==> src/hw/rtl/rtbes_pkg.sv <==
// package for the reach table best entry selector
// widths, codes, entry layout and controller/datapath command types; no dependencies
package rtbes_pkg;

    localparam int TABLE_DEPTH = 64;
    localparam int ADDR_W      = $clog2(TABLE_DEPTH);
    localparam int CNT_W       = $clog2(TABLE_DEPTH + 1);

    localparam int ID_W     = 16;
    localparam int RATE_W   = 16;
    localparam int REACH_W  = 16;
    localparam int SLICES_W = 14;

    localparam logic [SLICES_W-1:0] SLICE_LIMIT = SLICES_W'(10000);

    typedef enum logic [1:0] {
        KIND_LOAD  = 2'd0,
        KIND_QUERY = 2'd1,
        KIND_CLEAR = 2'd2
    } t_kind;

    typedef struct packed {
        logic [ID_W-1:0]     id;
        logic [RATE_W-1:0]   rate;
        logic [REACH_W-1:0]  reach;
        logic [SLICES_W-1:0] slices;
    } t_entry;

    typedef struct packed {
        logic load;
        logic clear;
        logic start;
        logic read;
        logic emit;
    } t_dp_cmd;

    typedef struct packed {
        logic count_zero;
        logic last_addr;
    } t_dp_stat;

endpackage

==> src/hw/rtl/rtbes_ctrl.sv <==
// controller: decodes accepted words, sequences the scan and owns result valid
// depends on rtbes_pkg
module rtbes_ctrl
    import rtbes_pkg::*;
(
    input  logic       i_clk,
    input  logic       i_rst_n,
    input  logic       i_in_valid,
    input  logic [1:0] i_kind,
    output logic       o_in_ready,
    input  logic       i_out_ready,
    output logic       o_out_valid,
    input  t_dp_stat   i_stat,
    output t_dp_cmd    o_cmd
);

    typedef enum logic [3:0] {
        S_IDLE  = 4'b0001,
        S_SCAN  = 4'b0010,
        S_DRAIN = 4'b0100,
        S_DONE  = 4'b1000
    } t_state;

    t_state r_state, n_state;
    logic   r_out_valid, n_out_valid;
    logic   accept;

    assign o_in_ready  = (r_state == S_IDLE);
    assign accept      = i_in_valid && o_in_ready;
    assign o_out_valid = r_out_valid;

    always_comb begin
        n_state     = r_state;
        n_out_valid = r_out_valid && !i_out_ready;
        o_cmd       = '0;
        case (r_state)
            S_IDLE: begin
                if (accept) begin
                    case (i_kind)
                        KIND_LOAD:  o_cmd.load  = 1'b1;
                        KIND_CLEAR: o_cmd.clear = 1'b1;
                        KIND_QUERY: begin
                            o_cmd.start = 1'b1;
                            n_state     = i_stat.count_zero ? S_DONE : S_SCAN;
                        end
                        default: ;
                    endcase
                end
            end
            S_SCAN: begin
                o_cmd.read = 1'b1;
                if (i_stat.last_addr) begin
                    n_state = S_DRAIN;
                end
            end
            S_DRAIN: begin
                n_state = S_DONE;
            end
            S_DONE: begin
                if (!r_out_valid || i_out_ready) begin
                    o_cmd.emit  = 1'b1;
                    n_out_valid = 1'b1;
                    n_state     = S_IDLE;
                end
            end
            default: begin
                n_state = S_IDLE;
            end
        endcase
    end

    always_ff @(posedge i_clk) begin
        if (!i_rst_n) begin
            r_state     <= S_IDLE;
            r_out_valid <= 1'b0;
        end else begin
            r_state     <= n_state;
            r_out_valid <= n_out_valid;
        end
    end

    a_emit_valid: assert property (@(posedge i_clk) disable iff (!i_rst_n)
        o_cmd.emit |=> r_out_valid)
        else $error("result word not raised after emit");

    a_scan_no_accept: assert property (@(posedge i_clk) disable iff (!i_rst_n)
        (r_state == S_SCAN || r_state == S_DRAIN) |-> !o_cmd.load && !o_cmd.clear)
        else $error("table changed during a scan");

    a_no_overwrite: assert property (@(posedge i_clk) disable iff (!i_rst_n)
        (r_out_valid && !i_out_ready) |-> !o_cmd.emit)
        else $error("pending result overwritten");

endmodule

==> config.mk <==
export PLATFORM = sky130hd
export DESIGN_NAME = rtbes_ctrl
export DESIGN_NICKNAME = d
export VERILOG_FILES = /design/src/hw/rtl/rtbes_pkg.sv /design/src/hw/rtl/rtbes_ctrl.sv
export SDC_FILE = /design/constraint.sdc
export NUM_CORES = 1
export LEC_CHECK = 0
export BUFFER_PORTS_ARGS = -buffer_cell sky130_fd_sc_hd__buf_2
export CAP_MARGIN = 25
export CORE_AREA = 4 4 41 43
export CTS_CLUSTER_SIZE = 10
export DETAILED_ROUTE_END_ITERATION = 8
export DIE_AREA = 0 0 45 47
export GPL_TIMING_DRIVEN = 0
export PLACE_DENSITY = 0.54
export SLEW_MARGIN = 20
export SYNTH_ARGS = -nofsm -noshare
export SYNTH_HDL_FRONTEND = slang
export SYNTH_SLANG_ARGS = --single-unit
==> constraint.sdc <==
create_clock -name i_clk -period 2.5 [get_ports i_clk]
set_input_delay 0.25 -clock i_clk [delete_from_list [all_inputs] [get_ports i_clk]]
set_output_delay 0.25 -clock i_clk [all_outputs]
set_load 0.05 [all_outputs]
# Word level (Yosys, flattened, before mapping)
# Index checks and enable logic that the tools add are counted.
[op_classes]
mux = 16
reduce_logical = 7
n_eq_ne = 10
[op_table]
columns = ["operator", "n"]
rows = [
  ["two-way mux 4 bit", 5],
  ["case mux 4 bit (4 select lines)", 1],
  ["two-way mux 1 bit", 8],
  ["two-way mux 3 bit", 2],
  ["equality test 4 x 1 -> 1 bit (second input constant)", 1],
  ["equality test 4 x 2 -> 1 bit (second input constant)", 1],
  ["equality test 4 x 3 -> 1 bit (second input constant)", 1],
  ["equality test 4 bit (second input constant)", 1],
  ["inequality test 2 x 1 -> 1 bit (second input constant)", 2],
  ["inequality test 2 bit (second input constant)", 2],
  ["AND reduction 4 bit", 1],
  ["equality test 2 x 1 -> 1 bit (second input constant)", 1],
  ["equality test 2 bit (second input constant)", 1],
  ["logical AND 1 bit", 2],
  ["zero test 1 bit", 2],
  ["zero test 2 bit", 1],
  ["logical OR 1 bit", 1],
]
[word_totals]
output_inout_bits = 7
reg_bits = 5
wordCells = 35

# Logic depth before layout (Yosys ltp)
[logic_depth]
word_depth = 4
mapped_depth = 4

# Worst setup path after synthesis
# Ideal clock, no wire load.
[synth_path]
path_kind = "reg-to-output"
from = "reg r_state[0]"
to = "out o_cmd[4] in the netlist's numbering"
path_slack_ns = -0.413
arrival_time_ns = 2.663
t_required_ns = 2.250
n_path_buf = 0
stages_incl_launch_ff = 3
path_cell_list = "dfxtp_1 nor4b_4 nor4bb_1"
[synth_rtl]
columns = ["element", "line", "source"]
rows = [
  ["start, declared", "rtbes_ctrl.sv:24", "t_state r_state, n_state;"],
  ["start signal, assigned", "rtbes_ctrl.sv:77", "r_state <= n_state;"],
  ["end, declared", "rtbes_ctrl.sv:14", "output t_dp_cmd o_cmd"],
]

==> out/results.tsv <==
stage	metric	value	unit
status	outcome	completed	
cts	cts-root-buf	sky130_fd_sc_hd__clkbuf_4	
critical_path	worst_ep_required_time	2.25	ns
place	total_cell_area_at_the_placement_stage	395	um^2
route	route.detailed.drc	0	
global_routing	via_count_of_the_first_global_routing_pass	293	
critical_path	start_to_end_type_of_the_worst_setup_path	reg2out	
floorplan	chipWidth	45	um
critical_path	crit_end	o_cmd[1]	
route	route.layer.met1.wl	291	um
layout	num_antenna_cells	0	
timing	fmax	548	MHz
logic_synthesis	synthesized_area_per_cell	9.38	um^2
timing	setup_viol_count_final	0	
global_routing	gr-total-overflow	0	
logic_synthesis	postSynthNetCount	40	
place	dp_slack	0.915	ns
route	first_pass_iters	4	
route	route.vias.total	287	
critical_path	timing.rr.end	r_state[0]$_SDFFE_PN1P_	
cts	tritoncts	built	
timing	rsz0062_at_grt	no	
critical_path	worst_r2r_startpoint	r_state[0]$_SDFFE_PN1P_	
cts	clock_insertion_delay_worst_skew	0.23	ns
global_routing	groute.usage.overall	6.88	%
timing	final.setup.worst_slack	0.677	ns
timing	period_minus_slack	1.82	ns
timing	slew_headroom	68.1	%
timing	hold_fails_final_rpt	0	
place	gpl.final_weighted_congestion	0.718	
route	wirelength	625	um
cts	cts.clk_slew.worst_paths	0.04	ns
power	power_density_normalized_to_cell_area	565	mW/mm^2
logic_synthesis	synth_cell_types	21	
critical_path	rr_worst_depth	4	
timing	setup-tns-final	0	ns
floorplan	rows	13	
global_routing	grt_first_pass_wirelength	1070	um
timing	worstMarginPinSlew	0.472	ns
layout	layout.cells.most_common	sky130_fd_sc_hd__buf_2	
route	met3WireLength	25	um
timing	hold_slack_final	0.243	ns
layout	area.growth.synth_to_final	40.4	%
cts	number_of_setup_buffers_added_after_cts	0	
place	dp_hpwl	504	um
timing	final.period_utilization	72.9	%
layout	final_nets	59	
route	route.detailed.vias_per_inst	4.42	
cts	cts-buffers-inserted	3	
place	port-buffer-count	14	
run	timing.max_cap.violations	0	
worst_hold_path	worst_hold_path_type	in2reg	
layout	layout-drive-gt1-share	40.0	%
route	routed_wire_length_per_instance	9.62	um
route	dr.max_layer_used	met3	
cts	ctsHtreeMaxLevel	1	
layout	postLayoutCellArea	422	um^2
cts	postCtsHoldBufs	0	
power	power.leakage	0.215	nW
logic_synthesis	synth.ff_latch_count	5	
floorplan	dieArea	0.00212	mm^2
floorplan	core	0.00130	mm^2
power	power.ir.vdd_worst	0.251	mV
logic_synthesis	post_synth_inst_count	32	
cts	post_cts_resize_count	0	
timing	final_max_slew_viol_count	0	
global_routing	antenna_found_initial	0	
route	route.antenna.remaining_nets	0	
floorplan	fp.dieH	47	um
floorplan	num_io_pins	15	
route	met2WireLength	307	um
global_routing	grt_start_max_net_pins	8	
critical_path	worst_reg2reg_setup_slack	1.16	ns
logic_synthesis	synth_seq_area_share	33.3	%
critical_path	timing.critical_path.fanout_max	6	
logic_synthesis	mappedNetlistArea	300	um^2
critical_path	endpoint_kind	output pin	
critical_path	crit_path_start	r_state[1]$_SDFFE_PN0P_	
critical_path	startpoint_type	flip-flop	
timing	worst_clock_skew	0.00157	ns
cts	cts.sinks	5	
layout	mostFrequentLayoutCells	sky130_fd_sc_hd__buf_2 (14), sky130_fd_sc_hd__dfxtp_1 (5), sky130_fd_sc_hd__nand2_1 (3), sky130_fd_sc_hd__clkbuf_4 (3)	
floorplan	starting_density_of_the_core	23.1	%
critical_path	arrival	1.57	ns
route	drt_iter0_markers	3	
cts	max-clock-path-buffers	2	
logic_synthesis	yosys_warnings	0	
worst min-delay path by stage:
stage	slack, ns	cells after the start	start	to
6_report	0.24	2	i_rst_n	r_state[0]$_SDFFE_PN1P_
3_3_place_gp	0.47	2	i_rst_n	r_state[0]$_SDFFE_PN1P_
2_1_floorplan	0.32	1	i_rst_n	r_state[0]$_SDFFE_PN1P_
4_1_cts	0.24	2	i_rst_n	r_state[0]$_SDFFE_PN1P_
3_5_place_dp	0.48	2	i_rst_n	r_state[0]$_SDFFE_PN1P_
5_1_grt	0.25	2	i_rst_n	r_state[0]$_SDFFE_PN1P_
cells by family after synthesis:
group	after synthesis	share of synthesized area (%)
flops	5	33.3
simple gates	16	41.2
mux	1	3.33
xor+xnor	1	2.92
buf+inv	3	5.00
compound gates	6	14.2
sequential cells by signal (all words and copies together), names as in the netlist:
name,cells
r_state,4
o_out_valid,1
report_power, final:
part | internal, mW | switching, mW | total, mW | leakage (nW)
Combinational | 0.0236 | 0.0364 | 0.0600 | 0.160
Sequential | 0.0835 | 0.00588 | 0.0894 | 0.0406
Clock | 0.0601 | 0.0288 | 0.0889 | 0.0150
routing by layer:
| layer | track usage [%] | up-vias |
|---|---|---|
| met3 | 1.15 | 0 |
| met1 | 8.20 | 127 |
| met2 | 11.0 | 6 |
| li1 | - | 154 |
| met4 | 5.26 | 0 |
| met5 | 0 | - |
Yosys cell counts (all sizes together):
| library cell | n | area share (%) |
|---|---|---|
| dfxtp | 5 | 33 |
| nand2 | 3 | 3.7 |
| nor4b | 3 | 14 |
| and3 | 2 | 4.2 |
| and4b | 2 | 6.7 |
| inv | 2 | 2.5 |
| nor2b | 2 | 4.2 |
| a2111oi | 1 | 2.9 |
| a21boi | 1 | 2.5 |
| a21oi | 1 | 1.7 |
| a22o | 1 | 2.9 |
| buf | 1 | 2.5 |
| mux2i | 1 | 3.3 |
| nand3 | 1 | 1.7 |
| nand3b | 1 | 2.5 |
| nor2 | 1 | 1.2 |
| nor4bb | 1 | 3.3 |
| o21a | 1 | 2.5 |
| o21ai | 1 | 1.7 |
| xor2 | 1 | 2.9 |
metrics by stage:
step	cells	total power [mW]	utilization (%)
final	65	0.238	32.4
after global routing	65	0.252	32.4
after detailed placement	61	0.151	30.4
after CTS	65	0.243	32.4
after floorplan	32	0.134	-
after global placement	61	0.151	30.4
cell type report:
type | instances | area [um^2]
fill | 145 | 880
tap | 15 | 18.8
buffer | 1 | 7.51
inverter | 2 | 7.51
timing repair buffer | 14 | 70.1
multi-input combinational | 24 | 191
clock buffer | 4 | 26.3
sequential | 5 | 100
critical path, cell delays in order, from the launching register on:
cell	delay [ns]
sky130_fd_sc_hd__dfxtp_1	0.46
sky130_fd_sc_hd__nor4b_1	0.45
sky130_fd_sc_hd__buf_4	0.19
sky130_fd_sc_hd__buf_2	0.25
Power figures use the tool's default switching activity.
