File: src/hw/rtl/rtbes_pkg.sv
// package for the reach table best entry selector
// widths, codes, entry layout and controller/datapath command types; no dependencies
package rtbes_pkg;

    localparam int TABLE_DEPTH = 64;
    localparam int ADDR_W      = $clog2(TABLE_DEPTH);
    localparam int CNT_W       = $clog2(TABLE_DEPTH + 1);

    localparam int ID_W     = 16;
    localparam int RATE_W   = 16;
    localparam int REACH_W  = 16;
    localparam int SLICES_W = 14;

    localparam logic [SLICES_W-1:0] SLICE_LIMIT = SLICES_W'(10000);

    typedef enum logic [1:0] {
        KIND_LOAD  = 2'd0,
        KIND_QUERY = 2'd1,
        KIND_CLEAR = 2'd2
    } t_kind;

    typedef struct packed {
        logic [ID_W-1:0]     id;
        logic [RATE_W-1:0]   rate;
        logic [REACH_W-1:0]  reach;
        logic [SLICES_W-1:0] slices;
    } t_entry;

    typedef struct packed {
        logic load;
        logic clear;
        logic start;
        logic read;
        logic emit;
    } t_dp_cmd;

    typedef struct packed {
        logic count_zero;
        logic last_addr;
    } t_dp_stat;

endpackage

File: src/hw/rtl/rtbes_datapath.sv
// datapath: option memory, entry count, scan address, compare stage and result register
// depends on rtbes_pkg
module rtbes_datapath
    import rtbes_pkg::*;
(
    input  logic                i_clk,
    input  logic                i_rst_n,
    input  t_dp_cmd             i_cmd,
    output t_dp_stat            o_stat,
    input  logic [ID_W-1:0]     i_entry_id,
    input  logic [RATE_W-1:0]   i_rate,
    input  logic [REACH_W-1:0]  i_reach,
    input  logic [SLICES_W-1:0] i_slices,
    output logic                o_found,
    output t_entry              o_best
);

    t_entry              r_mem [TABLE_DEPTH];
    t_entry              r_rd_data;
    logic                r_rd_vld;
    logic [CNT_W-1:0]    r_count;
    logic [ADDR_W-1:0]   r_addr;
    logic [RATE_W-1:0]   r_q_rate;
    logic [REACH_W-1:0]  r_q_reach;
    logic [SLICES_W-1:0] r_min;
    logic                r_found;
    t_entry              r_best;
    logic                r_out_found;
    t_entry              r_out_best;
    logic                qualify;

    assign o_stat.count_zero = (r_count == '0);
    assign o_stat.last_addr  = ((CNT_W'(r_addr) + CNT_W'(1)) == r_count);

    assign qualify = r_rd_vld && (r_rd_data.rate == r_q_rate) &&
                     (r_rd_data.reach >= r_q_reach) && (r_rd_data.slices <= r_min);

    // table storage
    always_ff @(posedge i_clk) begin
        if (i_cmd.load && (r_count < CNT_W'(TABLE_DEPTH))) begin
            r_mem[r_count[ADDR_W-1:0]] <= '{id: i_entry_id, rate: i_rate,
                                            reach: i_reach, slices: i_slices};
        end
        if (i_cmd.read) begin
            r_rd_data <= r_mem[r_addr];
        end
    end

    always_ff @(posedge i_clk) begin
        if (!i_rst_n) begin
            r_count  <= '0;
            r_rd_vld <= 1'b0;
            r_addr   <= '0;
        end else begin
            r_rd_vld <= i_cmd.read;
            if (i_cmd.clear) begin
                r_count <= '0;
            end else if (i_cmd.load && (r_count < CNT_W'(TABLE_DEPTH))) begin
                r_count <= r_count + CNT_W'(1);
            end
            if (i_cmd.start) begin
                r_addr <= '0;
            end else if (i_cmd.read) begin
                r_addr <= r_addr + ADDR_W'(1);
            end
        end
    end

    // running minimum, later entry wins on a tie
    always_ff @(posedge i_clk) begin
        if (i_cmd.start) begin
            r_q_rate  <= i_rate;
            r_q_reach <= i_reach;
            r_min     <= SLICE_LIMIT;
            r_found   <= 1'b0;
            r_best    <= '0;
        end else if (qualify) begin
            r_min   <= r_rd_data.slices;
            r_found <= 1'b1;
            r_best  <= r_rd_data;
        end
        if (i_cmd.emit) begin
            r_out_found <= r_found;
            r_out_best  <= r_best;
        end
    end

    assign o_found = r_out_found;
    assign o_best  = r_out_best;

    a_count_bound: assert property (@(posedge i_clk) disable iff (!i_rst_n)
        r_count <= CNT_W'(TABLE_DEPTH))
        else $error("entry count above table depth");

    a_read_loaded: assert property (@(posedge i_clk) disable iff (!i_rst_n)
        i_cmd.read |-> (CNT_W'(r_addr) < r_count))
        else $error("scan read beyond loaded entries");

    a_emit_settled: assert property (@(posedge i_clk) disable iff (!i_rst_n)
        i_cmd.emit |-> !r_rd_vld && !i_cmd.read)
        else $error("result taken while a compare is pending");

endmodule

File: config.mk
export PLATFORM = sky130hd
export DESIGN_NAME = rtbes_datapath
export DESIGN_NICKNAME = d
export VERILOG_FILES = /design/src/hw/rtl/rtbes_pkg.sv /design/src/hw/rtl/rtbes_datapath.sv
export SDC_FILE = /design/constraint.sdc
export NUM_CORES = 2
export LEC_CHECK = 0
export BUFFER_PORTS_ARGS = -buffer_cell sky130_fd_sc_hd__buf_2
export CAP_MARGIN = 15
export CORE_UTILIZATION = 53
export CTS_BUF_LIST = sky130_fd_sc_hd__clkbuf_16
export DETAILED_ROUTE_END_ITERATION = 8
export PLACE_DENSITY = 0.69
export SYNTH_ARGS = -nofsm -noshare
export SYNTH_HDL_FRONTEND = slang
export SYNTH_SLANG_ARGS = --single-unit
File: constraint.sdc
create_clock -name i_clk -period 9.1 [get_ports i_clk]
set_input_delay 0.455 -clock i_clk [delete_from_list [all_inputs] [get_ports i_clk]]
set_output_delay 0.455 -clock i_clk [all_outputs]
set_load 0.02 [all_outputs]
## Word level (Yosys, flattened, before mapping)

Memories as Yosys holds them, arrays and structs flattened. A register that Yosys moved wholly into a read port is not among the register bits.
Index checks and enable logic that the tools add are counted.

- Bitwise logic cells: 1
- Div/mod/pow operators: 0
- Shift operators: 0
- Multipliers: 0
- Reductions and logical operators: 7
- Equality and inequality tests: 2
- Multiplexer cells: 2
- Add/sub/neg operators: 3
- Order comparisons: 3

Operators with widths:

| cell | number |
|---|---|
| $eq 16x16->1 | 1 |
| $ge 16x16->1 | 1 |
| $le 14x14->1 | 1 |
| $add 6x1->7 const B | 1 |
| $add 7x1->7 const B | 1 |
| $eq 7x7->1 | 1 |
| $logic_not 7->1 | 1 |
| $lt 7x7->1 const B | 1 |
| $add 6x1->6 const B | 1 |
| $logic_and 1x1->1 | 4 |
| $reduce_or 2->1 | 2 |
| $mux 1 | 2 |
| $not 1->1 | 1 |

- Memories: 1
- Memory bits (read-only): 0
- Latch bits: 0
- Memory bits (writable): 3968
- Bits in registers: 186
- Word-level logic and storage cells: 35
- Output and inout port bits: 65

Memories:

| name | words | width | read ports | clocked after memory_dff | write ports | RTL line | source |
|---|---|---|---|---|---|---|---|
| r_mem | 64 | 62 | 1 | 1 | 1 | rtbes_datapath.sv:18 | `t_entry r_mem [TABLE_DEPTH];` |

## Depth between registers and ports, before layout

- Word-level depth: 4
- Gate-level depth with buffers: 11
- Depth with buffers taken out: 8

## Worst setup path before layout

Ideal clock, no wire load.

- Path type: input to register
- Start point: input i_cmd[4] (netlist name)
- End point: memory r_mem[63][0] (netlist name) (enable)
- Path buffers: 1
- Data arrival time: 3.962 ns
- Slack: 4.655 ns
- Library setup time: 0.483 ns
- Stages: 5
- Data required time: 8.617 ns
- Path through: nor2b_1 and2_0 clkbuf_1 nand3_1 nor2_1

- Longest elaborated chain between the ends: 3

Ends and longest elaborated chain:

| what | RTL line | source |
|---|---|---|
| from (decl) | rtbes_datapath.sv:8 | `input t_dp_cmd i_cmd,` |
| $logic_and 1x1->1 | rtbes_datapath.sv:40 | `if (i_cmd.load && (r_count < CNT_W'(TABLE_DEPTH))) begin` |
| $mux 1 | rtbes_datapath.sv:40 |  |
| $mux 1 (implied by the code) | rtbes_datapath.sv:41 | `r_mem[r_count[ADDR_W-1:0]] <= '{id: i_entry_id, rate: i_rate,` |
| to (decl) | rtbes_datapath.sv:18 |  |

Every way passes these cells.

==> impl_metrics.toml <==
[critical_path]
reg2reg_from = "r_addr[0]$_SDFFE_PP0P_"
cp-start-kind = "flip-flop"
worstSetupEndpoint = "o_stat[0]"
critical_path_required_ns = 8.65
reg2regPathDepth = 8
path_class = "flip-flop to primary output"
reg2reg_slack_ns = 4.63
critPathLaunch = "r_addr[0]$_SDFFE_PP0P_"
worstReg2RegEnd = "r_rd_data[39]$_DFFE_PP_"
critical_path_arrival_ns = 4.24
crit_fanout = 78
endpoint_kind = "primary output"

[power_and_ir_drop]
leakagePower_uw = 0.0547
vdd.ir_drop.worst_v = 0.000157
p_per_area_mw_per_mm2 = 218
finalPower_uw = 39100

[cts]
cts_sinks = 4207
cts_setup_buffers = 0
clkTransAtPathRegs_ns = 0.06
cts_buffer_depth = 4
clockRootBuffer = "clkbuf_16"
clk_latency_ns = 0.98
h-tree-depth = 5
numCtsBuffers = 407
tritoncts = "yes"

[placed_design]
gp_congestion = 0.832
port_buffers = 133
placed_cells = 10654
placed_cell_area_mm2 = 0.166
dpl.hpwl_um = 228000

[job]
maxCapViolCount = 0

[sta]
final.setup_skew_ns = 0.0683
period_needed_ns = 4.70
setup_viol = 0
finalSetupTns_ns = 0
holdWs_ns = 0.0355
max-slew-margin-rel_pct = 15.6
hold_viol = 0
rsz0062_at_grt = "false"
fmax_ghz = 0.213
worst_pin_slew_ns = 1.27
slew_viol_final = 0
period_share_pct = 51.6

[floorplan]
start_util_pct = 53.3
ios = 134
coreArea_mm2 = 0.300
rows = 201
dieArea_mm2 = 0.304
dieHeight_um = 551
die_w_um = 551

[drt]
routed_via_density = 6.80
drt-pass1-iter-count = 6
drc = 0
wirelength_um = 428000
drt_iter0_markers = 11515
drt-wirelength-per-cell_um = 37.4
vias = 77818
route.antenna.remaining_nets = 0

[min_path]
hp-class = "primary input to flip-flop"

[synthesis]
syn_area_mm2 = 0.160
synth-edff-count = 4125
ys.flop_type = "edfxtp_1"
yosysUniqueCellTypes = 50
syn_area_per_cell_um2 = 23.6
synth_cells = 6758
ys_async_sr_fraction_pct = 0
synth_seq_area_share_pct = 78.6
synthMostInstantiatedCell = "edfxtp_1"
ys_top_cells_by_count = "edfxtp_1 (4125), mux4_2 (1147), clkbuf_1 (168), buf_2 (150), a21oi_1 (141)"
synth_top_area_share_pct = 77.5
yosysTopAreaCell = "edfxtp_1"
synth.area.top_cells = "edfxtp_1 (78%), mux4_2 (16%), dfxtp_1 (1.0%)"
ys_ff_latch = 4207
synth.net_count = 6860
yosysWarnings = 0

[global_routing]
gr-usage-met3_pct = 6.01
grt_pass1_wl_um = 596000
globalRouteOverflowTotal = 0
grt_pass1_vias = 76542
grt.busiest_layer = "met2"
grt_max_degree = 141
track_usage_pct = 28.4
grtUsageMet2_pct = 44.2
antenna_found_initial = 25
met1_usage_pct = 40.4

[cells_and_area]
area_growth_pct = 12.3
fin_area_mm2 = 0.179
final_cells = 11449
final_nets = 7241
layout-drive-gt1-share_pct = 28.7

[status]
status = "finished, final reports clean"
-- cells in the final DEF, fill, tap and decap left out, drive strengths merged, types with 18 or more instances in the layout --
cell type and count:
dfxtp 82, a211oi 52, xor2 18, edfxtp 4125, buf 343, nand4 67
bufinv 35, ha 33, o31ai 68, o22ai 88, a22oi 32, nor2b 40
mux2i 104, nand2 60, o21ai 19, mux4 1147, a21oi 141, clkinv 181
inv 141, o221ai 25, nor2 114, clkbuf 411
-- routing by layer --
layer  vias up  routed length [um]
li1      29915                   -
met1     41967              160000
met2      5176              204000
met3       750               48800
met4        10               15700
met5         -                  60
-- kinds of logic after synthesis --
group                      Yosys count  synth area share [%]
AOI/OAI and AO/OA                  451                  1.82
xor gates and xnor gates            34                 0.186
adders and majority gates           33                 0.258
buffers and inverters              424                  1.21
DFF                               4207                  78.6
muxes                             1253                  16.8
and+or+nand+nor                    356                  1.12
-- report_power, final --
group | total, uW | internal [uW] | switching (uW)
Clock | 16500 | 9210 | 7240
Combinational | 1230 | 449 | 781
Sequential | 21400 | 21300 | 92.7
Total | 39100 | 31000 | 8110
-- through the flow --
stage | utilization [%] | setup WS (ns)
2_1_floorplan | - | 4.66
3_3_place_gp | 55.3 | 4.60
3_5_place_dp | 55.3 | 4.60
4_1_cts | 59.7 | 4.38
5_1_grt | 59.8 | 4.27
6_report | 59.8 | 4.40
-- registers in the layout, indices dropped and copies added (netlist names) --
name / flops
r_mem: 3968
o_best: 62
r_rd_data: 62
r_best: 53
r_q_rate: 16
r_q_reach: 16
r_min: 14
r_count: 7
r_addr: 6
o_found: 1
r_found: 1
r_rd_vld: 1
-- timing repair --
action,4_1_cts,5_1_grt
hold buffers,5,12
resized for setup,0,0
endpoints found under the hold margin,17,153
-- worst max-delay path: stages (launching register included) --
cell and delay [ns]:
dfxtp_4 0.86, buf_12 0.50, ha_1 0.46, nand3_1 0.14, xnor2_1 0.25, nand3_1 0.12, nor3_1 0.47, buf_2 0.27
-- how the worst min path moves through the flow --
stage / from / end / slack [ns] / depth (start not counted)
detailed placement: r_best[34]$_SDFFE_PP0P_ / o_best[34]$_DFFE_PP_ / 0.42 / 0
floorplan: r_found$_SDFFE_PP0P_ / o_found$_DFFE_PP_ / 0.41 / 0
finish: i_reach[4] / r_mem[38][18]$_DFFE_PP_ / 0.04 / 1
global route: i_reach[4] / r_mem[38][18]$_DFFE_PP_ / -0.006 / 1
global placement: r_found$_SDFFE_PP0P_ / o_found$_DFFE_PP_ / 0.42 / 0
CTS: i_rate[14] / r_mem[23][44]$_DFFE_PP_ / 0.09 / 2
-- cell type report --
type                            instances  area [um2]
Inverter                               36         148
Fill cell                           20269      120000
Clock inverter                        334        2730
Tap cell                             3958        4950
Antenna cell                           16        40.0
Multi-Input combinational cell       2127       32800
Sequential cell                      4207      126000
Clock buffer                          411       10300
Timing Repair Buffer                  360        2830
(Power assumes the default switching activity.)
